File: src/hdl/assert_macros.svh
// Assertion macros for the files that check their own logic.
// Each macro expects signals named clk and rst_n in the scope where it is used.
`ifndef ASSERT_MACROS_SVH
`define ASSERT_MACROS_SVH

// The consequent must hold in the cycle after the antecedent.
`define ASSERT_NEXT(label, ante, cons, msg) \
  label: assert property (@(posedge clk) disable iff (!rst_n) (ante) |=> (cons)) \
    else $error(msg);

// The consequent must hold in the same cycle as the antecedent.
`define ASSERT_SAME(label, ante, cons, msg) \
  label: assert property (@(posedge clk) disable iff (!rst_n) (ante) |-> (cons)) \
    else $error(msg);

`endif

File: src/hdl/trs_pkg.sv
package trs_pkg;

  // Fixed field widths of the transaction payloads.
  localparam int MAX_NODES = 8;
  localparam int REL_W     = 64;
  localparam int VEC_W     = 8;

  typedef logic [REL_W-1:0] rel_t;
  typedef logic [VEC_W-1:0] vec_t;

  // Operation codes carried in the command field.
  typedef enum logic [1:0] {
    CMD_COMBINE = 2'd0,
    CMD_EXTEND  = 2'd1,
    CMD_APPLY   = 2'd2,
    CMD_EQUAL   = 2'd3
  } cmd_t;

  // One operation as held in the input register.
  typedef struct packed {
    cmd_t command;
    rel_t first_rel;
    vec_t first_gen;
    rel_t second_rel;
    vec_t second_gen;
    vec_t in_vector;
  } op_t;

  // One result as held in the output register.
  typedef struct packed {
    rel_t result_rel;
    vec_t result_gen;
    logic is_equal;
  } res_t;

endpackage

File: src/hdl/trs_in_if.sv
interface trs_in_if;
  import trs_pkg::*;

  logic       valid;
  logic       ready;
  logic [1:0] command;
  rel_t       first_rel;
  vec_t       first_gen;
  rel_t       second_rel;
  vec_t       second_gen;
  vec_t       in_vector;

  modport source (
    output valid, command, first_rel, first_gen, second_rel, second_gen, in_vector,
    input  ready
  );

  modport sink (
    input  valid, command, first_rel, first_gen, second_rel, second_gen, in_vector,
    output ready
  );
endinterface

File: src/hdl/trs_out_if.sv
interface trs_out_if;
  import trs_pkg::*;

  logic valid;
  logic ready;
  rel_t result_rel;
  vec_t result_gen;
  logic is_equal;

  modport source (
    output valid, result_rel, result_gen, is_equal,
    input  ready
  );

  modport sink (
    input  valid, result_rel, result_gen, is_equal,
    output ready
  );
endinterface

File: src/hdl/trs_map.sv
// Maps a taint vector through a flow relation: the OR of the rows selected
// by the set bits of the vector.
module trs_map #(
  parameter int NODES = 8
) (
  input  trs_pkg::rel_t rel,
  input  trs_pkg::vec_t vec,
  output trs_pkg::vec_t mapped
);
  import trs_pkg::*;

  localparam vec_t ROW_MASK = vec_t'((1 << NODES) - 1);

  vec_t acc;

  // OR together every selected row, keeping only the meaningful columns.
  always_comb begin
    acc = '0;
    for (int i = 0; i < NODES; i++) begin
      if (vec[i]) begin
        acc = acc | (rel[NODES*i +: VEC_W] & ROW_MASK);
      end
    end
  end

  assign mapped = acc;
endmodule

File: src/hdl/trs_compute.sv
// Combinational datapath: combine, extend, apply and equal over one operation.
module trs_compute #(
  parameter int NODES = 8
) (
  input  trs_pkg::op_t  op,
  output trs_pkg::res_t res
);
  import trs_pkg::*;

  localparam vec_t ROW_MASK = vec_t'((1 << NODES) - 1);
  localparam rel_t REL_MASK = (NODES >= MAX_NODES) ? {REL_W{1'b1}} :
                              rel_t'((65'd1 << (NODES*NODES)) - 65'd1);

  rel_t a_rel;
  rel_t b_rel;
  vec_t a_gen;
  vec_t b_gen;
  vec_t vec;
  vec_t gen_src;
  vec_t gen_mapped;
  vec_t ext_rows [NODES];
  rel_t ext_rel;

  // Bits beyond the node count are ignored on input.
  assign a_rel = op.first_rel & REL_MASK;
  assign b_rel = op.second_rel & REL_MASK;
  assign a_gen = op.first_gen & ROW_MASK;
  assign b_gen = op.second_gen & ROW_MASK;
  assign vec   = op.in_vector & ROW_MASK;

  // One mapper per output row of the composed relation.
  for (genvar g = 0; g < NODES; g++) begin : g_row
    trs_map #(.NODES(NODES)) u_row_map (
      .rel    (a_rel),
      .vec    (b_rel[NODES*g +: VEC_W] & ROW_MASK),
      .mapped (ext_rows[g])
    );
  end

  always_comb begin
    ext_rel = '0;
    for (int i = 0; i < NODES; i++) begin
      ext_rel = ext_rel | (rel_t'(ext_rows[i]) << (NODES*i));
    end
  end

  // The gen mapper is shared by extend and apply.
  assign gen_src = (op.command == CMD_APPLY) ? vec : b_gen;

  trs_map #(.NODES(NODES)) u_gen_map (
    .rel    (a_rel),
    .vec    (gen_src),
    .mapped (gen_mapped)
  );

  // Select the result for the operation; unused fields stay zero.
  always_comb begin
    res = '0;
    case (op.command)
      CMD_COMBINE: begin
        res.result_rel = a_rel | b_rel;
        res.result_gen = a_gen | b_gen;
      end
      CMD_EXTEND: begin
        res.result_rel = ext_rel;
        res.result_gen = gen_mapped | a_gen;
      end
      CMD_APPLY: begin
        res.result_gen = gen_mapped | a_gen;
      end
      CMD_EQUAL: begin
        res.is_equal = (a_rel == b_rel) && (a_gen == b_gen);
      end
      default: begin
        res = '0;
      end
    endcase
  end
endmodule

File: src/hdl/taint_relation_semiring_alu.sv
// Transfer-function ALU for taint analysis over NODES taint bits.
// Input channel in_chan carries one operation per transaction: a command
// (combine, extend, apply or equal), two transfer functions (relation and
// generated taint each) and a taint vector for apply. Output channel
// out_chan carries exactly one result transaction per operation, in order.
// Both channels use valid/ready; a transaction moves on a rising edge where
// both are high.
// An accepted operation is held in the input register, computed
// combinationally and held again in the output register, which drives out_chan.
// Throughput: one operation per cycle while the receiver does not stall, set by
// the input register, one level of AND-OR logic and the output register.
// When the receiver stalls, the result waits in the output register and the
// input register still holds one more operation; in_chan.ready drops only
// when both are full.
// Reset (rst_n low at a clock edge) empties both registers; nothing is lost
// that was not yet accepted.
module taint_relation_semiring_alu #(
  parameter int NODES = 8
) (
  input logic        clk,
  input logic        rst_n,
  trs_in_if.sink     in_chan,
  trs_out_if.source  out_chan
);
  import trs_pkg::*;

  logic in_valid_r;
  logic in_valid_nxt;
  op_t  in_item_r;
  op_t  in_item_nxt;
  logic out_valid_r;
  logic out_valid_nxt;
  res_t out_item_r;
  res_t comp_res;
  logic out_adv;
  logic in_take;

  // Handshake control: the output register frees when empty or taken.
  assign out_adv        = !out_valid_r || out_chan.ready;
  assign in_chan.ready  = !in_valid_r || out_adv;
  assign in_take        = in_chan.valid && in_chan.ready;

  assign in_valid_nxt   = in_chan.ready ? in_chan.valid : in_valid_r;
  assign out_valid_nxt  = out_adv ? in_valid_r : out_valid_r;

  assign in_item_nxt = '{
    command:    cmd_t'(in_chan.command),
    first_rel:  in_chan.first_rel,
    first_gen:  in_chan.first_gen,
    second_rel: in_chan.second_rel,
    second_gen: in_chan.second_gen,
    in_vector:  in_chan.in_vector
  };

  // Valid flags.
  always_ff @(posedge clk) begin
    if (!rst_n) begin
      in_valid_r  <= 1'b0;
      out_valid_r <= 1'b0;
    end else begin
      in_valid_r  <= in_valid_nxt;
      out_valid_r <= out_valid_nxt;
    end
  end

  // Payload registers.
  always_ff @(posedge clk) begin
    if (in_take) begin
      in_item_r <= in_item_nxt;
    end
    if (out_adv && in_valid_r) begin
      out_item_r <= comp_res;
    end
  end

  trs_compute #(.NODES(NODES)) u_compute (
    .op  (in_item_r),
    .res (comp_res)
  );

  // Result channel.
  assign out_chan.valid      = out_valid_r;
  assign out_chan.result_rel = out_item_r.result_rel;
  assign out_chan.result_gen = out_item_r.result_gen;
  assign out_chan.is_equal   = out_item_r.is_equal;

  // Checks on the pipeline control and result encoding.
`include "assert_macros.svh"
  `ASSERT_NEXT(a_take_fills, in_take, in_valid_r, "accepted operation not registered")
  `ASSERT_NEXT(a_stage_holds, in_valid_r && !out_adv, in_valid_r && $stable(in_item_r), "held operation changed during stall")
  `ASSERT_NEXT(a_result_holds, out_valid_r && !out_chan.ready, out_valid_r && $stable(out_item_r), "stalled result changed")
  `ASSERT_SAME(a_equal_clean, out_valid_r && out_item_r.is_equal, out_item_r.result_rel == '0 && out_item_r.result_gen == '0, "equal result has nonzero fields")
endmodule

File: src/flat_wrapper.sv
// flat-port wrapper written by rule: the top's interface ports become plain ports
module taint_relation_semiring_alu_flat import trs_pkg::*;
#(
  parameter int NODES = 8
)
  (clk, rst_n, in_chan_valid, in_chan_command, in_chan_first_rel, in_chan_first_gen, in_chan_second_rel, in_chan_second_gen, in_chan_in_vector, in_chan_ready, out_chan_valid, out_chan_result_rel, out_chan_result_gen, out_chan_is_equal, out_chan_ready);
  trs_in_if in_chan_i ();
  trs_out_if out_chan_i ();
  input logic clk;
  input logic rst_n;
  input wire logic [$bits(in_chan_i.valid)-1:0] in_chan_valid;
  input wire logic [$bits(in_chan_i.command)-1:0] in_chan_command;
  input wire logic [$bits(in_chan_i.first_rel)-1:0] in_chan_first_rel;
  input wire logic [$bits(in_chan_i.first_gen)-1:0] in_chan_first_gen;
  input wire logic [$bits(in_chan_i.second_rel)-1:0] in_chan_second_rel;
  input wire logic [$bits(in_chan_i.second_gen)-1:0] in_chan_second_gen;
  input wire logic [$bits(in_chan_i.in_vector)-1:0] in_chan_in_vector;
  output wire logic [$bits(in_chan_i.ready)-1:0] in_chan_ready;
  output wire logic [$bits(out_chan_i.valid)-1:0] out_chan_valid;
  output wire logic [$bits(out_chan_i.result_rel)-1:0] out_chan_result_rel;
  output wire logic [$bits(out_chan_i.result_gen)-1:0] out_chan_result_gen;
  output wire logic [$bits(out_chan_i.is_equal)-1:0] out_chan_is_equal;
  input wire logic [$bits(out_chan_i.ready)-1:0] out_chan_ready;
  assign in_chan_i.valid = in_chan_valid;
  assign in_chan_i.command = in_chan_command;
  assign in_chan_i.first_rel = in_chan_first_rel;
  assign in_chan_i.first_gen = in_chan_first_gen;
  assign in_chan_i.second_rel = in_chan_second_rel;
  assign in_chan_i.second_gen = in_chan_second_gen;
  assign in_chan_i.in_vector = in_chan_in_vector;
  assign in_chan_ready = in_chan_i.ready;
  assign out_chan_valid = out_chan_i.valid;
  assign out_chan_result_rel = out_chan_i.result_rel;
  assign out_chan_result_gen = out_chan_i.result_gen;
  assign out_chan_is_equal = out_chan_i.is_equal;
  assign out_chan_i.ready = out_chan_ready;
  taint_relation_semiring_alu #(.NODES(NODES)) u_core (.clk(clk), .rst_n(rst_n), .in_chan(in_chan_i), .out_chan(out_chan_i));
endmodule
File: config.mk
export PLATFORM = sky130hd
export DESIGN_NAME = taint_relation_semiring_alu_flat
export DESIGN_NICKNAME = d
export VERILOG_FILES = /design/src/hdl/trs_pkg.sv /design/src/hdl/trs_in_if.sv /design/src/hdl/trs_out_if.sv /design/src/hdl/trs_map.sv /design/src/hdl/trs_compute.sv /design/src/hdl/taint_relation_semiring_alu.sv /design/src/flat_wrapper.sv
export VERILOG_INCLUDE_DIRS = /design/src /design/src/hdl
export SDC_FILE = /design/constraint.sdc
export NUM_CORES = 1
export LEC_CHECK = 0
export BUFFER_PORTS_ARGS = -buffer_cell sky130_fd_sc_hd__buf_2
export CAP_MARGIN = 20
export CORE_MARGIN = 2
export CORE_UTILIZATION = 50
export CTS_CLUSTER_SIZE = 30
export DETAILED_ROUTE_END_ITERATION = 8
export MAX_ROUTING_LAYER = met4
export PLACE_DENSITY_LB_ADDON = 0.3
export SLEW_MARGIN = 20
export SYNTH_ARGS = -nofsm -noshare
export SYNTH_HDL_FRONTEND = slang
export SYNTH_SLANG_ARGS = --single-unit
export TNS_END_PERCENT = 100
File: constraint.sdc
create_clock -name clk -period 5.8 [get_ports clk]
set_clock_uncertainty 0.05 [all_clocks]
set_input_delay 1.16 -clock clk [delete_from_list [all_inputs] [get_ports clk]]
set_output_delay 1.16 -clock clk [all_outputs]
set_load 0.02 [all_outputs]
==> results by group <==
Timing
  • Final TNS setup: 0 ps
  • Rel. slew slack: between 20% and 30%
  • RSZ-0062 raised after global routing: no
  • Fin. Hold Viols: 0
  • Final setup fails: 0
  • Crit share post-route: approximately 53%
  • Final slew viol count: 0
  • Least-Margin Pin Slew: about 1100 ps
  • Min Hold Slack: 487 ps
  • Worst Slack Setup Final: about 2700 ps
  • F_max: about 330 MHz
  • Post-route minimum period: approximately 3100 ps

Pwr
  • Sequential Power Share: approximately 54%
  • Maximum vdd ir drop: around 230 uV
  • Internal power: slightly below 0.003 W
  • Switching Fraction: between 20 and 30%
  • Combinational Power Share: 11.9%
  • Lkg Pwr: 5.93 nW
  • Clk pwr share: 34.3%
  • Switch Pwr: about 0.0011 W
  • Power density cells: around 280 nW/um^2

Global routing
  • First-pass GRT wire length: about 66000 um
  • Vias in the first global route: ~11000
  • GR Util All Layers: between 30% and 40%
  • Antenna violations before repair: 0
  • Global route overflow: 0
  • Largest net degree at the start of global routing: between 90 and 100

Critical path
  • Crit path DAT: between 1500 and 2000 ps
  • Worst setup SP type: input port
  • WP data required: 4590 ps
  • Setup crit end kind: primary output
  • CP Max Fanout: 4
  • Worst Setup Path Type: input port to primary output

Synth
  • Seq/Total Area, Yosys: between 50% and 60%
  • Largest area contributor in the netlist: edfxtp_1
  • Mapped Cells: about 1100
  • Net Count, Synth: about 1400
  • Yosys reg bits: 229
  • Post-synthesis average cell area: about 11 um^2
  • Post-synth top area share: a little over half
  • Mapped cell area: 12500 um^2
  • Synth cell types: 34
  • Post-synth EDFFs: between 200 and 250
  • Post-synth top flop: edfxtp_1
  • Async SR Flop Fraction: 0%
  • Yosys warning count: 0
  • Synth top area cells: edfxtp_1 (55%), a22oi_1 (16%), ha_1 (6.9%)

Floorplan
  • Initial core utilization: between 50% and 60%
  • I/O pin cnt: ~230
  • Die Wd: about 160 um
  • Die area: between 20000 and 30000 um^2
  • Core footprint: between 20000 and 25000 um^2
  • Core Rows: 57
  • DIE HEIGHT: 162 um

Place
  • Post-DP HPWL: 29200 um
  • Pre-CTS WS: 2650 ps
  • Number of port buffers: 232
  • Area after DPL: ~14000 um^2
  • Placed Cells: 1553
  • Final GP Congestion: about 1.0

Layout
  • Post-route cell area: 14300 um^2
  • Fraction of layout cells with a size suffix above 1: between 20% and 30%
  • Most frequent cells in the layout: a22oi_1 (269), buf_2 (232), edfxtp_1 (227), inv_1 (130)
  • Commonest non-fill, non-tap cell in the layout: a22oi_1
  • Area occupied by multi-input gates: approximately 4600 um^2
  • Non-Filler Instances: 1597
  • Fillers: approximately 2100
  • Layout net count: ~1500
  • ANT cells: 0
  • Register area: roughly 7000 um^2
  • Syn-to-layout area delta: 14.6%

CTS
  • H-tree depth: 1
  • Cts repair resizes: 0
  • Total setup buffers inserted after CTS: 0
  • Clock-pin slew on the worst setup and hold paths: approximately 50 ps
  • Hold buffers post-CTS: 0
  • CTS buffer count: 24
  • Clk_lat worst skew: 540 ps
  • CTS tree: yes
  • Clk buf depth: 3
  • Clk sink count: roughly 230
  • Root Driver: clkbuf_16

Status
  • Failing checks: DRC
  • Status: finished, violations left

Run
  • Max_cap viols: 0

Route
  • Detailed Routing Iterations Pass 1: 9
  • Routed via count: between 10000 and 15000
  • Post-route antenna net violation count: 0
  • Vias per cell: ~6.9
  • DRC violations left: 8
  • Routed len/inst: 29.2 um
  • Iter 0 DRT Violations: 2230
  • Final wirelength: 46600 um

Worst hold path
  • Min-delay worst type: register to register
cell usage after synthesis, types with 2 or more instances:
library cell  instances
a22oi_1             269
edfxtp_1            227
clkbuf_1            138
inv_1               130
ha_1                 69
nand4_1              68
nand2_1              64
o21ai_0              63
nor4_1               13
a21oi_1              10
nor3_1                9
a211oi_1              8
a222oi_1              8
and3_1                8
nand2b_1              8
xnor2_1               8
buf_1                 5
mux2_2                5
nor2b_1               3
dfxtp_1               2
mux2_1                2
nand3_1               2
or4_1                 2
routing by layer:
layer  GRT usage [%]  vias to the layer above  part of all wire [%]
met5               -                        -                     0
met4            18.5                        0                   6.4
met3            12.2                      255                    15
met2            49.3                     1079                    42
met1            46.3                     5105                    37
li1                -                     4552                     -
cell type report:
type	count	share of cell area, %
inverter	131	3.44
multi-input combinational	628	32.0
clock buffer	27	4.29
timing repair buffer	241	8.70
sequential	229	48.0
clock inverter	17	0.692
tap	324	2.84
cells by family (layout without fill, tap and decap cells):
kind of cell / count (synthesis) / count (layout) / synth area share [%]
buffers and inverters: 275 / 416 / 8.35
AO/OA/AOI/OAI: 362 / 362 / 20.5
flip-flops: 229 / 229 / 55.1
AND/OR/NAND/NOR: 181 / 181 / 7.79
multiplexers: 8 / 8 / 0.754
XOR/XNOR: 8 / 8 / 0.563
adder cells (fa/ha/maj): 69 / 69 / 6.93
worst max-delay path, stage by stage:
cell and delay (ps):
buf_2 90, nor2b_1 310, nand2_1 120, buf_2 170
state kept, by name, indices dropped and copies added (netlist names):
signal                      count
u_core.in_item_r              154
u_core.in_valid_r               1
u_core.out_chan.is_equal        1
u_core.out_chan.result_gen      8
u_core.out_chan.result_rel     64
u_core.out_chan.valid           1
power groups by stage:
stage,combinational (W),sequential (W),clock [W]
5_1_grt,0.000531,0.00217,0.00147
2_1_floorplan,0.000361,0.00204,0
3_5_place_dp,0.000473,0.00218,0
3_3_place_gp,0.000463,0.00218,0
6_report,0.000484,0.00218,0.00139
4_1_cts,0.000476,0.00215,0.00141
worst paths after layout:
path / start / end / slack [ps] / cells after the start
worst min-delay path: u_core.in_valid_r / u_core.out_chan.valid / 490 / 1
worst max-delay path: out_chan_ready / in_chan_ready / 2730 / 4
worst min register to register: u_core.in_valid_r / u_core.out_chan.valid / 490 / 1
worst max register to register: u_core.in_item_r[100] / u_core.out_chan.is_equal / 3100 / 5
metrics by stage:
stage                     utilization, %  power (W)
after detailed placement            55.6    0.00266
after global placement              55.6    0.00265
after global routing                58.5    0.00417
after floorplan                        -    0.00240
final                               58.5    0.00405
after CTS                           58.5    0.00404
Power figures use the tool's default switching activity.
